`src/hdl/lse_pkg.sv`:
```
package lse_pkg;

    localparam int LINE_PIXELS = 128;
    localparam int IDX_W       = $clog2(LINE_PIXELS);
    localparam int POS_W       = IDX_W + 1;
    localparam int PIX_W       = 10;
    localparam int DIFF_W      = PIX_W + 1;
    localparam int SCAN_FIRST  = 3;
    localparam int CENTRE_REF  = 64;
    localparam int CTR_W       = 7;
    localparam int GAIN_W      = 4;
    localparam int BND_W       = 7;
    localparam int SC_W        = 12;
    localparam int SL_W        = 11;
    localparam int SERVO_W     = 13;
    localparam int SUM_W       = 14;
    localparam int CMP_W       = ((IDX_W > BND_W) ? IDX_W : BND_W) + 2;
    localparam int PROD_W      = CMP_W + GAIN_W + 1;
    // c / 5 == (c * DIV5_MUL) >> DIV5_SH, one step low at worst
    localparam int DIV5_MUL    = 13107;
    localparam int DIV5_SH     = 16;
    localparam int DIV5_W      = IDX_W + DIV5_SH;
    localparam int ADDR_W      = 5;
    localparam int DATA_W      = 32;
    localparam int TDATA_IN_W  = 16;
    localparam int TDATA_OUT_W = 24;

    typedef enum logic [1:0] {
        STEER_PROP  = 2'd0,
        STEER_LEFT  = 2'd1,
        STEER_RIGHT = 2'd2
    } steer_kind_t;

    typedef enum logic [2:0] {
        REG_STEER_GAIN   = 3'd0,
        REG_LEFT_BOUND   = 3'd1,
        REG_RIGHT_BOUND  = 3'd2,
        REG_MIN_WIDTH    = 3'd3,
        REG_MAX_WIDTH    = 3'd4,
        REG_JUMP_LIMIT   = 3'd5,
        REG_SERVO_CENTRE = 3'd6,
        REG_SERVO_LIMIT  = 3'd7
    } reg_addr_t;

    typedef struct packed {
        logic [GAIN_W-1:0] steer_gain;
        logic [BND_W-1:0]  left_bound;
        logic [BND_W-1:0]  right_bound;
        logic [BND_W-1:0]  min_width;
        logic [BND_W-1:0]  max_width;
        logic [BND_W-1:0]  jump_limit;
        logic [SC_W-1:0]   servo_centre;
        logic [SL_W-1:0]   servo_limit;
    } lse_cfg_t;

    typedef struct packed {
        logic [IDX_W-1:0] rise_idx;
        logic [IDX_W-1:0] fall_idx;
    } lse_edges_t;

    typedef struct packed {
        steer_kind_t      kind;
        logic [IDX_W-1:0] centre;
        logic [CTR_W-1:0] shown;
    } lse_cmd_t;

endpackage

```
`src/hdl/lse_scan.sv`:
```
module lse_scan (
    input  logic                              aclk,
    input  logic                              aresetn,
    input  logic                              s_valid,
    output logic                              s_ready,
    input  logic [lse_pkg::PIX_W-1:0]         pixel,
    input  logic                              line_start,
    output logic                              ev_valid,
    input  logic                              ev_ready,
    output lse_pkg::lse_edges_t               ev
);

    logic [lse_pkg::PIX_W-1:0]         prev_pix_reg, prev_pix_next;
    logic [lse_pkg::POS_W-1:0]         pos_reg, pos_next;
    logic signed [lse_pkg::DIFF_W-1:0] best_rise_reg, best_rise_next;
    logic signed [lse_pkg::DIFF_W-1:0] best_fall_reg, best_fall_next;
    logic [lse_pkg::IDX_W-1:0]         rise_idx_reg, rise_idx_next;
    logic [lse_pkg::IDX_W-1:0]         fall_idx_reg, fall_idx_next;
    logic                              ev_valid_reg, ev_valid_next;
    lse_pkg::lse_edges_t               ev_reg, ev_next;

    logic                              accept;
    logic                              line_done;
    logic [lse_pkg::POS_W-1:0]         pos_eff;
    logic [lse_pkg::POS_W-1:0]         pos_dec;
    logic [lse_pkg::IDX_W-1:0]         idx;
    logic signed [lse_pkg::DIFF_W-1:0] diff;

    assign s_ready  = !ev_valid_reg || ev_ready;
    assign accept   = s_valid && s_ready;
    assign ev_valid = ev_valid_reg;
    assign ev       = ev_reg;

    assign pos_eff = line_start ? '0 : pos_reg;
    assign pos_dec = pos_eff - lse_pkg::POS_W'(1);
    assign idx     = pos_dec[lse_pkg::IDX_W-1:0];
    assign diff    = $signed({1'b0, pixel}) - $signed({1'b0, prev_pix_reg});

    always_comb begin
        prev_pix_next  = prev_pix_reg;
        pos_next       = pos_reg;
        best_rise_next = best_rise_reg;
        best_fall_next = best_fall_reg;
        rise_idx_next  = rise_idx_reg;
        fall_idx_next  = fall_idx_reg;
        line_done      = 1'b0;
        if (accept && (pos_eff < lse_pkg::POS_W'(lse_pkg::LINE_PIXELS))) begin
            prev_pix_next = pixel;
            if (pos_eff != '0) begin
                if (idx == lse_pkg::IDX_W'(lse_pkg::SCAN_FIRST)) begin
                    best_rise_next = diff;
                    best_fall_next = diff;
                    rise_idx_next  = idx;
                    fall_idx_next  = idx;
                end else if (idx > lse_pkg::IDX_W'(lse_pkg::SCAN_FIRST)) begin
                    if (diff > best_rise_reg) begin
                        best_rise_next = diff;
                        rise_idx_next  = idx;
                    end
                    if (diff < best_fall_reg) begin
                        best_fall_next = diff;
                        fall_idx_next  = idx;
                    end
                end
            end
            if (pos_eff == lse_pkg::POS_W'(lse_pkg::LINE_PIXELS - 1)) begin
                line_done = 1'b1;
                pos_next  = lse_pkg::POS_W'(lse_pkg::LINE_PIXELS);
            end else begin
                pos_next = pos_eff + lse_pkg::POS_W'(1);
            end
        end
        ev_valid_next = (ev_valid_reg && !ev_ready) || line_done;
        ev_next       = ev_reg;
        if (line_done) begin
            ev_next.rise_idx = rise_idx_next;
            ev_next.fall_idx = fall_idx_next;
        end
    end

    always_ff @(posedge aclk) begin
        if (!aresetn) begin
            prev_pix_reg  <= '0;
            pos_reg       <= '0;
            best_rise_reg <= '0;
            best_fall_reg <= '0;
            rise_idx_reg  <= lse_pkg::IDX_W'(lse_pkg::SCAN_FIRST);
            fall_idx_reg  <= lse_pkg::IDX_W'(lse_pkg::SCAN_FIRST);
            ev_valid_reg  <= 1'b0;
        end else begin
            prev_pix_reg  <= prev_pix_next;
            pos_reg       <= pos_next;
            best_rise_reg <= best_rise_next;
            best_fall_reg <= best_fall_next;
            rise_idx_reg  <= rise_idx_next;
            fall_idx_reg  <= fall_idx_next;
            ev_valid_reg  <= ev_valid_next;
        end
    end

    always_ff @(posedge aclk) begin
        ev_reg <= ev_next;
    end

endmodule

```
`src/hdl/lse_centre.sv`:
```
module lse_centre (
    input  logic                aclk,
    input  logic                aresetn,
    input  lse_pkg::lse_cfg_t   cfg,
    input  logic                ev_valid,
    output logic                ev_ready,
    input  lse_pkg::lse_edges_t ev,
    output logic                cmd_valid,
    input  logic                cmd_ready,
    output lse_pkg::lse_cmd_t   cmd
);

    logic [lse_pkg::CTR_W-1:0]        prev_centre_reg, prev_centre_next;
    logic [lse_pkg::CTR_W-1:0]        line_centre_reg, line_centre_next;
    logic                             cmd_valid_reg, cmd_valid_next;
    lse_pkg::lse_cmd_t                cmd_reg, cmd_next;

    logic                             take;
    logic                             in_window;
    logic                             hard_left;
    logic                             hard_right;
    logic                             jump;
    logic signed [lse_pkg::CMP_W-1:0] width;
    logic [lse_pkg::IDX_W:0]          idx_sum;
    logic [lse_pkg::IDX_W-1:0]        centre;
    logic [lse_pkg::DIV5_W-1:0]       div_prod;
    logic [lse_pkg::IDX_W-1:0]        q0;
    logic [lse_pkg::IDX_W-1:0]        rem;
    logic [lse_pkg::IDX_W-1:0]        fifth;
    logic [lse_pkg::IDX_W-1:0]        damped;

    assign ev_ready  = !cmd_valid_reg || cmd_ready;
    assign take      = ev_valid && ev_ready;
    assign cmd_valid = cmd_valid_reg;
    assign cmd       = cmd_reg;

    assign width = $signed(lse_pkg::CMP_W'(ev.rise_idx))
                 - $signed(lse_pkg::CMP_W'(ev.fall_idx));
    assign in_window = (width > $signed(lse_pkg::CMP_W'(cfg.min_width)))
                    && (width < $signed(lse_pkg::CMP_W'(cfg.max_width)));
    assign hard_left  = lse_pkg::CMP_W'(ev.fall_idx) < lse_pkg::CMP_W'(cfg.left_bound);
    assign hard_right = lse_pkg::CMP_W'(ev.rise_idx) > lse_pkg::CMP_W'(cfg.right_bound);

    assign idx_sum = {1'b0, ev.rise_idx} + {1'b0, ev.fall_idx};
    assign centre  = idx_sum[lse_pkg::IDX_W:1];
    assign jump    = ($signed(lse_pkg::CMP_W'(centre))
                    - $signed(lse_pkg::CMP_W'(prev_centre_reg)))
                   > $signed(lse_pkg::CMP_W'(cfg.jump_limit));

    // divide by five: reciprocal multiply, then one correction step
    assign div_prod = lse_pkg::DIV5_W'(centre) * lse_pkg::DIV5_W'(lse_pkg::DIV5_MUL);
    assign q0       = div_prod[lse_pkg::DIV5_W-1:lse_pkg::DIV5_SH];
    assign rem      = centre - (q0 << 2) - q0;
    assign fifth    = (rem >= lse_pkg::IDX_W'(5)) ? q0 + lse_pkg::IDX_W'(1) : q0;
    assign damped   = jump ? fifth : centre;

    always_comb begin
        prev_centre_next = prev_centre_reg;
        line_centre_next = line_centre_reg;
        cmd_next         = cmd_reg;
        cmd_valid_next   = (cmd_valid_reg && !cmd_ready) || (take && in_window);
        if (take && in_window) begin
            cmd_next.centre = damped;
            if (hard_left) begin
                cmd_next.kind  = lse_pkg::STEER_LEFT;
                cmd_next.shown = line_centre_reg;
            end else if (hard_right) begin
                cmd_next.kind  = lse_pkg::STEER_RIGHT;
                cmd_next.shown = line_centre_reg;
            end else begin
                cmd_next.kind    = lse_pkg::STEER_PROP;
                cmd_next.shown   = lse_pkg::CTR_W'(damped);
                prev_centre_next = lse_pkg::CTR_W'(centre);
                line_centre_next = lse_pkg::CTR_W'(damped);
            end
        end
    end

    always_ff @(posedge aclk) begin
        if (!aresetn) begin
            prev_centre_reg <= lse_pkg::CTR_W'(lse_pkg::CENTRE_REF);
            line_centre_reg <= lse_pkg::CTR_W'(lse_pkg::CENTRE_REF);
            cmd_valid_reg   <= 1'b0;
        end else begin
            prev_centre_reg <= prev_centre_next;
            line_centre_reg <= line_centre_next;
            cmd_valid_reg   <= cmd_valid_next;
        end
    end

    always_ff @(posedge aclk) begin
        cmd_reg <= cmd_next;
    end

endmodule

```
`src/hdl/lse_servo.sv`:
```
module lse_servo (
    input  logic                        aclk,
    input  logic                        aresetn,
    input  lse_pkg::lse_cfg_t           cfg,
    input  logic                        cmd_valid,
    output logic                        cmd_ready,
    input  lse_pkg::lse_cmd_t           cmd,
    output logic                        m_valid,
    input  logic                        m_ready,
    output logic [lse_pkg::SERVO_W-1:0] servo_value,
    output lse_pkg::steer_kind_t        steer_kind,
    output logic [lse_pkg::CTR_W-1:0]   line_centre
);

    logic                              m_valid_reg, m_valid_next;
    logic [lse_pkg::SERVO_W-1:0]       servo_reg, servo_next;
    lse_pkg::steer_kind_t              kind_reg, kind_next;
    logic [lse_pkg::CTR_W-1:0]         centre_reg, centre_next;

    logic                              take;
    logic signed [lse_pkg::CMP_W-1:0]  offset;
    logic signed [lse_pkg::PROD_W-1:0] corr;
    logic signed [lse_pkg::PROD_W-1:0] lim;
    logic signed [lse_pkg::PROD_W-1:0] clamped;
    logic signed [lse_pkg::SUM_W-1:0]  base;
    logic signed [lse_pkg::SUM_W-1:0]  lim_s;
    logic signed [lse_pkg::SUM_W-1:0]  total;

    assign cmd_ready   = !m_valid_reg || m_ready;
    assign take        = cmd_valid && cmd_ready;
    assign m_valid     = m_valid_reg;
    assign servo_value = servo_reg;
    assign steer_kind  = kind_reg;
    assign line_centre = centre_reg;

    assign offset = $signed(lse_pkg::CMP_W'(cmd.centre))
                  - $signed(lse_pkg::CMP_W'(lse_pkg::CENTRE_REF));
    assign corr   = $signed(lse_pkg::PROD_W'(cfg.steer_gain)) * lse_pkg::PROD_W'(offset);
    assign lim    = $signed(lse_pkg::PROD_W'(cfg.servo_limit));
    assign base   = $signed(lse_pkg::SUM_W'(cfg.servo_centre));
    assign lim_s  = $signed(lse_pkg::SUM_W'(cfg.servo_limit));

    always_comb begin
        if (corr > lim) begin
            clamped = lim;
        end else if (corr < -lim) begin
            clamped = -lim;
        end else begin
            clamped = corr;
        end
        case (cmd.kind)
            lse_pkg::STEER_LEFT:  total = base - lim_s;
            lse_pkg::STEER_RIGHT: total = base + lim_s;
            default:              total = base + lse_pkg::SUM_W'(clamped);
        endcase
    end

    always_comb begin
        m_valid_next = (m_valid_reg && !m_ready) || take;
        servo_next   = servo_reg;
        kind_next    = kind_reg;
        centre_next  = centre_reg;
        if (take) begin
            servo_next  = (total < 0) ? '0 : total[lse_pkg::SERVO_W-1:0];
            kind_next   = cmd.kind;
            centre_next = cmd.shown;
        end
    end

    always_ff @(posedge aclk) begin
        if (!aresetn) begin
            m_valid_reg <= 1'b0;
        end else begin
            m_valid_reg <= m_valid_next;
        end
    end

    always_ff @(posedge aclk) begin
        servo_reg  <= servo_next;
        kind_reg   <= kind_next;
        centre_reg <= centre_next;
    end

endmodule

```
`src/hdl/line_scan_edge_steering.sv`:
```
// Line-scan edge steering. Takes 128 pixels to a line (a line_start flag
// restarts the line), and keeps the first largest and smallest neighbour
// difference over difference indices 3 to 126. On the last pixel the
// edge width (rise index minus fall index) is checked against
// min_width/max_width; inside the window one item comes out: a hard
// left/right steer at servo_centre -/+ servo_limit, or a proportional steer
// around the edge midpoint, divided by five when it rises by more than
// jump_limit. Outside the window nothing comes out. Sustained rate is one
// pixel per clock unless stalled; the pipeline is scan, centre and servo
// stages, each behind its own register. Registers sit on the APB port at
// byte offset 4*index and should only be written while the block is idle.
module line_scan_edge_steering (
    input  logic                              aclk,
    input  logic                              aresetn,
    input  logic                              s_tvalid,
    output logic                              s_tready,
    input  logic [lse_pkg::TDATA_IN_W-1:0]    s_tdata,  // pixel[9:0], zero pad
    input  logic                              s_tuser,  // line_start
    output logic                              m_tvalid,
    input  logic                              m_tready,
    output logic [lse_pkg::TDATA_OUT_W-1:0]   m_tdata,  // servo_value[12:0], line_centre[19:13]
    output logic [1:0]                        m_tuser,  // steer_kind[1:0]
    input  logic                              psel,
    input  logic                              penable,
    input  logic                              pwrite,
    input  logic [lse_pkg::ADDR_W-1:0]        paddr,
    input  logic [lse_pkg::DATA_W-1:0]        pwdata,
    output logic [lse_pkg::DATA_W-1:0]        prdata,
    output logic                              pready
);

    lse_pkg::lse_cfg_t           cfg_reg, cfg_next;
    lse_pkg::reg_addr_t          reg_sel;
    logic                        cfg_write;

    logic                        ev_valid;
    logic                        ev_ready;
    lse_pkg::lse_edges_t         ev;
    logic                        cmd_valid;
    logic                        cmd_ready;
    lse_pkg::lse_cmd_t           cmd;
    logic [lse_pkg::SERVO_W-1:0] servo_value;
    lse_pkg::steer_kind_t        steer_kind;
    logic [lse_pkg::CTR_W-1:0]   line_centre;

    assign pready    = 1'b1;
    assign cfg_write = psel && penable && pwrite && pready;
    assign reg_sel   = lse_pkg::reg_addr_t'(paddr[lse_pkg::ADDR_W-1:2]);

    always_comb begin
        cfg_next = cfg_reg;
        prdata   = '0;
        unique case (reg_sel)
            lse_pkg::REG_STEER_GAIN: begin
                prdata = lse_pkg::DATA_W'(cfg_reg.steer_gain);
                if (cfg_write) cfg_next.steer_gain = pwdata[lse_pkg::GAIN_W-1:0];
            end
            lse_pkg::REG_LEFT_BOUND: begin
                prdata = lse_pkg::DATA_W'(cfg_reg.left_bound);
                if (cfg_write) cfg_next.left_bound = pwdata[lse_pkg::BND_W-1:0];
            end
            lse_pkg::REG_RIGHT_BOUND: begin
                prdata = lse_pkg::DATA_W'(cfg_reg.right_bound);
                if (cfg_write) cfg_next.right_bound = pwdata[lse_pkg::BND_W-1:0];
            end
            lse_pkg::REG_MIN_WIDTH: begin
                prdata = lse_pkg::DATA_W'(cfg_reg.min_width);
                if (cfg_write) cfg_next.min_width = pwdata[lse_pkg::BND_W-1:0];
            end
            lse_pkg::REG_MAX_WIDTH: begin
                prdata = lse_pkg::DATA_W'(cfg_reg.max_width);
                if (cfg_write) cfg_next.max_width = pwdata[lse_pkg::BND_W-1:0];
            end
            lse_pkg::REG_JUMP_LIMIT: begin
                prdata = lse_pkg::DATA_W'(cfg_reg.jump_limit);
                if (cfg_write) cfg_next.jump_limit = pwdata[lse_pkg::BND_W-1:0];
            end
            lse_pkg::REG_SERVO_CENTRE: begin
                prdata = lse_pkg::DATA_W'(cfg_reg.servo_centre);
                if (cfg_write) cfg_next.servo_centre = pwdata[lse_pkg::SC_W-1:0];
            end
            lse_pkg::REG_SERVO_LIMIT: begin
                prdata = lse_pkg::DATA_W'(cfg_reg.servo_limit);
                if (cfg_write) cfg_next.servo_limit = pwdata[lse_pkg::SL_W-1:0];
            end
            default: begin
                prdata = '0;
            end
        endcase
    end

    always_ff @(posedge aclk) begin
        if (!aresetn) begin
            cfg_reg.steer_gain   <= lse_pkg::GAIN_W'(3);
            cfg_reg.left_bound   <= lse_pkg::BND_W'(40);
            cfg_reg.right_bound  <= lse_pkg::BND_W'(90);
            cfg_reg.min_width    <= lse_pkg::BND_W'(10);
            cfg_reg.max_width    <= lse_pkg::BND_W'(30);
            cfg_reg.jump_limit   <= lse_pkg::BND_W'(50);
            cfg_reg.servo_centre <= lse_pkg::SC_W'(1600);
            cfg_reg.servo_limit  <= lse_pkg::SL_W'(300);
        end else begin
            cfg_reg <= cfg_next;
        end
    end

    lse_scan u_scan (
        .aclk       (aclk),
        .aresetn    (aresetn),
        .s_valid    (s_tvalid),
        .s_ready    (s_tready),
        .pixel      (s_tdata[lse_pkg::PIX_W-1:0]),
        .line_start (s_tuser),
        .ev_valid   (ev_valid),
        .ev_ready   (ev_ready),
        .ev         (ev)
    );

    lse_centre u_centre (
        .aclk      (aclk),
        .aresetn   (aresetn),
        .cfg       (cfg_reg),
        .ev_valid  (ev_valid),
        .ev_ready  (ev_ready),
        .ev        (ev),
        .cmd_valid (cmd_valid),
        .cmd_ready (cmd_ready),
        .cmd       (cmd)
    );

    lse_servo u_servo (
        .aclk        (aclk),
        .aresetn     (aresetn),
        .cfg         (cfg_reg),
        .cmd_valid   (cmd_valid),
        .cmd_ready   (cmd_ready),
        .cmd         (cmd),
        .m_valid     (m_tvalid),
        .m_ready     (m_tready),
        .servo_value (servo_value),
        .steer_kind  (steer_kind),
        .line_centre (line_centre)
    );

    assign m_tdata = {4'b0000, line_centre, servo_value};
    assign m_tuser = steer_kind;

endmodule

```
`config.mk`:
```
export PLATFORM = sky130hd
export DESIGN_NAME = line_scan_edge_steering
export DESIGN_NICKNAME = d
export VERILOG_FILES = /design/src/hdl/lse_pkg.sv /design/src/hdl/lse_scan.sv /design/src/hdl/lse_centre.sv /design/src/hdl/lse_servo.sv /design/src/hdl/line_scan_edge_steering.sv
export SDC_FILE = /design/constraint.sdc
export NUM_CORES = 1
export LEC_CHECK = 0
export BUFFER_PORTS_ARGS = -buffer_cell sky130_fd_sc_hd__buf_2
export CORE_MARGIN = 2
export CORE_UTILIZATION = 42
export DETAILED_ROUTE_END_ITERATION = 10
export GPL_TIMING_DRIVEN = 0
export PLACE_DENSITY = 0.57
export SLEW_MARGIN = 40
export SYNTH_ARGS = -nofsm -noshare
export SYNTH_HDL_FRONTEND = slang
export SYNTH_HIERARCHICAL = 1
export SYNTH_SLANG_ARGS = --single-unit
export TNS_END_PERCENT = 5
```
`constraint.sdc`:
```
create_clock -name aclk -period 8.8 [get_ports aclk]
set_input_delay 2.64 -clock aclk [delete_from_list [all_inputs] [get_ports aclk]]
set_output_delay 2.64 -clock aclk [all_outputs]
set_load 0.1 [all_outputs]
```
==> qor.yml <==
floorplanning:
  die-height_um: 201
  rows: 72
  boundaryPins: 122
  initial_core_util: 0.423
  core-area_sq_um: 38500
  dieWidth_um: 201
  dieArea_sq_um: 40300
yosys:
  synth.cell_area_sq_um: 16300
  ys_seq_elements: 185
  synth-async-reset-ratio: 0
  syn-instance-count: 1880
  seq_area_frac_synth: 0.260
  synth_ff_type: "dfxtp_1"
  synth_area_per_cell_sq_um: 8.65
  ys_types: 100
  yosys_warnings: 6
  synth-edff-count: 52
finish:
  fin_area_sq_um: 18400
  fill_cells: 3769
  nets: 2311
  area_growth_pct: 12.9
  final_core_util: 0.477
  largest_reg_flops: 62
  layout-drive-gt1-share: 0.136
  diodes: 0
timing:
  layout_setup_ws_ns: 0.300
  worst_pin_slew_ns: 0.764
  hold_violations: 0
  fin_crit_ns: 8.50
  setup_viol: 0
  skew_ns: 0.0164
  fmax_mhz: 118
  drv_slew: 0
  relSlewSlack: 0.489
  finalCritPeriodShare: 0.966
grt:
  grt_pass1_wl_um: 72200
  gr-total-overflow: 0
  antenna_found_initial: 1
  grt_usage: 0.222
  grt_pass1_vias: 13700
  grt_max_degree: 23
drt:
  route.detailed.drc: 0
  vias: 13900
  dr.pass1.iters: 5
  drtIter0Drc: 753
  vias_per_cell: 5.48
  ant_nets: 0
  wirelength_um: 44800
  route.detailed.wl_per_inst_um: 17.6
cts:
  cts-hold-fix-buffers: 0
  cts_buffer_depth: 2
  cts_htree_levels: 4
  cts_root_buf: "clkbuf_16"
  cts_tree: "built"
  clk_pin_slew_ns: 0.08
  numCtsBuffers: 17
  clk_latency_ns: 0.46
  numClockSinks: 185
critical_path:
  crit_required_ns: 9.00
  critPathCaptureType: "register"
  crit_path_max_fanout: 6
  start_kind: "register"
  slowest_delay_ns: 0.51
  startpoint: "u_scan/ev[9]"
  crit_slowest_cell: "fa_1"
  worstReg2RegStart: "u_scan/ev[9]"
  arrival_ns: 8.70
  path_class: "register to register"
power_and_ir_drop:
  vdd_drop_max_mv: 0.144
  p_leak_nw: 8.03
  p_per_area_nw_per_um2: 112
  power_mw: 2.06
flow_run:
  maxCapViolations: 0
place:
  dp_hpwl_um: 35400
  place_ws_ns: -0.561
  gp_congestion: 0.890
  place_area_sq_um: 17400
  portBuffers: 63
min_path:
  worstHoldStart: "u_centre/cmd[4]"
  min_path_type: "register to register"
outcome:
  status: "complete, no violations"
[cells in the mapped netlist, drive strengths merged (13+ instances only)]
cell    number  area, sq um
xnor2       42          368
a21o        20          150
nand3       34          175
fa          34          681
mux2i       64          641
o21a        22          165
and2        36          225
nor2b       41          257
o21ai       93          473
clkbuf      46          174
nand4       17          113
ha         208         2600
a221oi      13          114
nand2b      32          200
nor2       105          432
a21oi      103          515
nand2      165          619
edfxtp      52         1560
nor3        37          201
mux2        20          233
a31oi       17          121
inv        208          781
o21bai      15          113
dfxtp      133         2660
a21boi      31          244
a211oi      35          263
xor2        20          183
buf         49          368
[report_power, final]
part | total, mW | switching, mW | leakage, nW | internal, mW
Clock | 0.774 | 0.366 | 0.286 | 0.408
Sequential | 0.891 | 0.00839 | 1.54 | 0.883
Combinational | 0.390 | 0.259 | 6.20 | 0.131
[cells in the final DEF, fill, tap and decap left out, types with 17 or more instances in the layout]
cell type | synthesis | layout
nor2b_1 | 41 | 41
buf_4 | 30 | 52
mux2i_1 | 64 | 62
mux2_2 | 17 | 17
a21boi_1 | 24 | 24
xnor2_1 | 42 | 38
a211oi_1 | 35 | 30
ha_1 | 208 | 207
a21o_1 | 20 | 20
xor2_1 | 19 | 17
buf_2 | 9 | 72
nor3_1 | 35 | 34
and2_1 | 35 | 33
edfxtp_1 | 52 | 52
inv_1 | 208 | 204
nand3_1 | 33 | 33
clkbuf_16 | 0 | 17
nand2b_1 | 32 | 32
nor2_1 | 98 | 95
a21oi_1 | 103 | 95
conb_1 | 2 | 25
o21ai_0 | 85 | 81
o21a_1 | 22 | 22
nand2_1 | 165 | 165
clkbuf_1 | 45 | 45
dfxtp_1 | 133 | 131
fa_1 | 34 | 33
[critical path, delay by kind of cell, from the launching register on]
kind                     cells  cell delay [ns]
AO/OA/AOI/OAI                7             1.66
adder cells (fa/ha/maj)      8             3.24
flip-flops                   1             0.44
buffers and inverters        7             0.71
AND/OR/NAND/NOR              4             0.94
multiplexers                 3             0.85
XOR/XNOR                     2             0.40
[final cells by class]
| class | instances | area [sq um] | area share |
|---|---|---|---|
| buffer | 95 | 544 | 0.0296 |
| clock inverter | 12 | 130 | 0.00709 |
| inverter | 210 | 788 | 0.0429 |
| clock buffer | 20 | 447 | 0.0243 |
| sequential | 185 | 4230 | 0.230 |
| timing repair buffer | 85 | 480 | 0.0262 |
| tap | 518 | 648 | 0.0353 |
| multi-input combinational | 1414 | 11100 | 0.604 |
[final timing paths]
check                            to  slack [ns]  cells past startpoint
max                 u_centre/cmd[0]        0.30                     31
min          u_servo/line_centre[4]        0.42                      0
max reg2reg         u_centre/cmd[0]        0.30                     31
min reg2reg  u_servo/line_centre[4]        0.42                      0
[stage by stage]
| step | std cells | TNS, ns | hold WS [ns] |
|---|---|---|---|
| final | 2539 | 0 | 0.422 |
| after global routing | 2539 | -0.570 | 0.437 |
| after CTS | 2520 | 0 | 0.423 |
| after detailed placement | 2485 | -10.43 | 0.405 |
| after global placement | 2484 | -8.08 | 0.405 |
| after floorplan | 1903 | 0 | 0.400 |
[layer usage]
metal,global-route usage,part of all wire,up-vias
li1,-,-,6861
met1,0.272,0.44,6655
met2,0.399,0.50,293
met3,0.0239,0.028,93
met4,0.0892,0.035,0
met5,0,0,-
[timing repair]
item	in CTS	in global routing
endpoints found under the setup margin	31	31
setup buffers	2	19
pin swaps	4	19
resized for setup	16	42
gates cloned	1	0
[cell families (layout without fill, tap and decap cells)]
kind of cell	after synthesis	count (layout)	synth area share
AND/OR/NAND/NOR	526	526	0.167
AO/OA/AOI/OAI	473	474	0.201
buffers and inverters	305	422	0.0817
adder cells (fa/ha/maj)	243	243	0.202
flip-flops	185	185	0.260
multiplexers	84	84	0.0537
XOR/XNOR	62	62	0.0338
other	2	25	0.000462
Note: power is estimated with default switching activity, not from simulation.
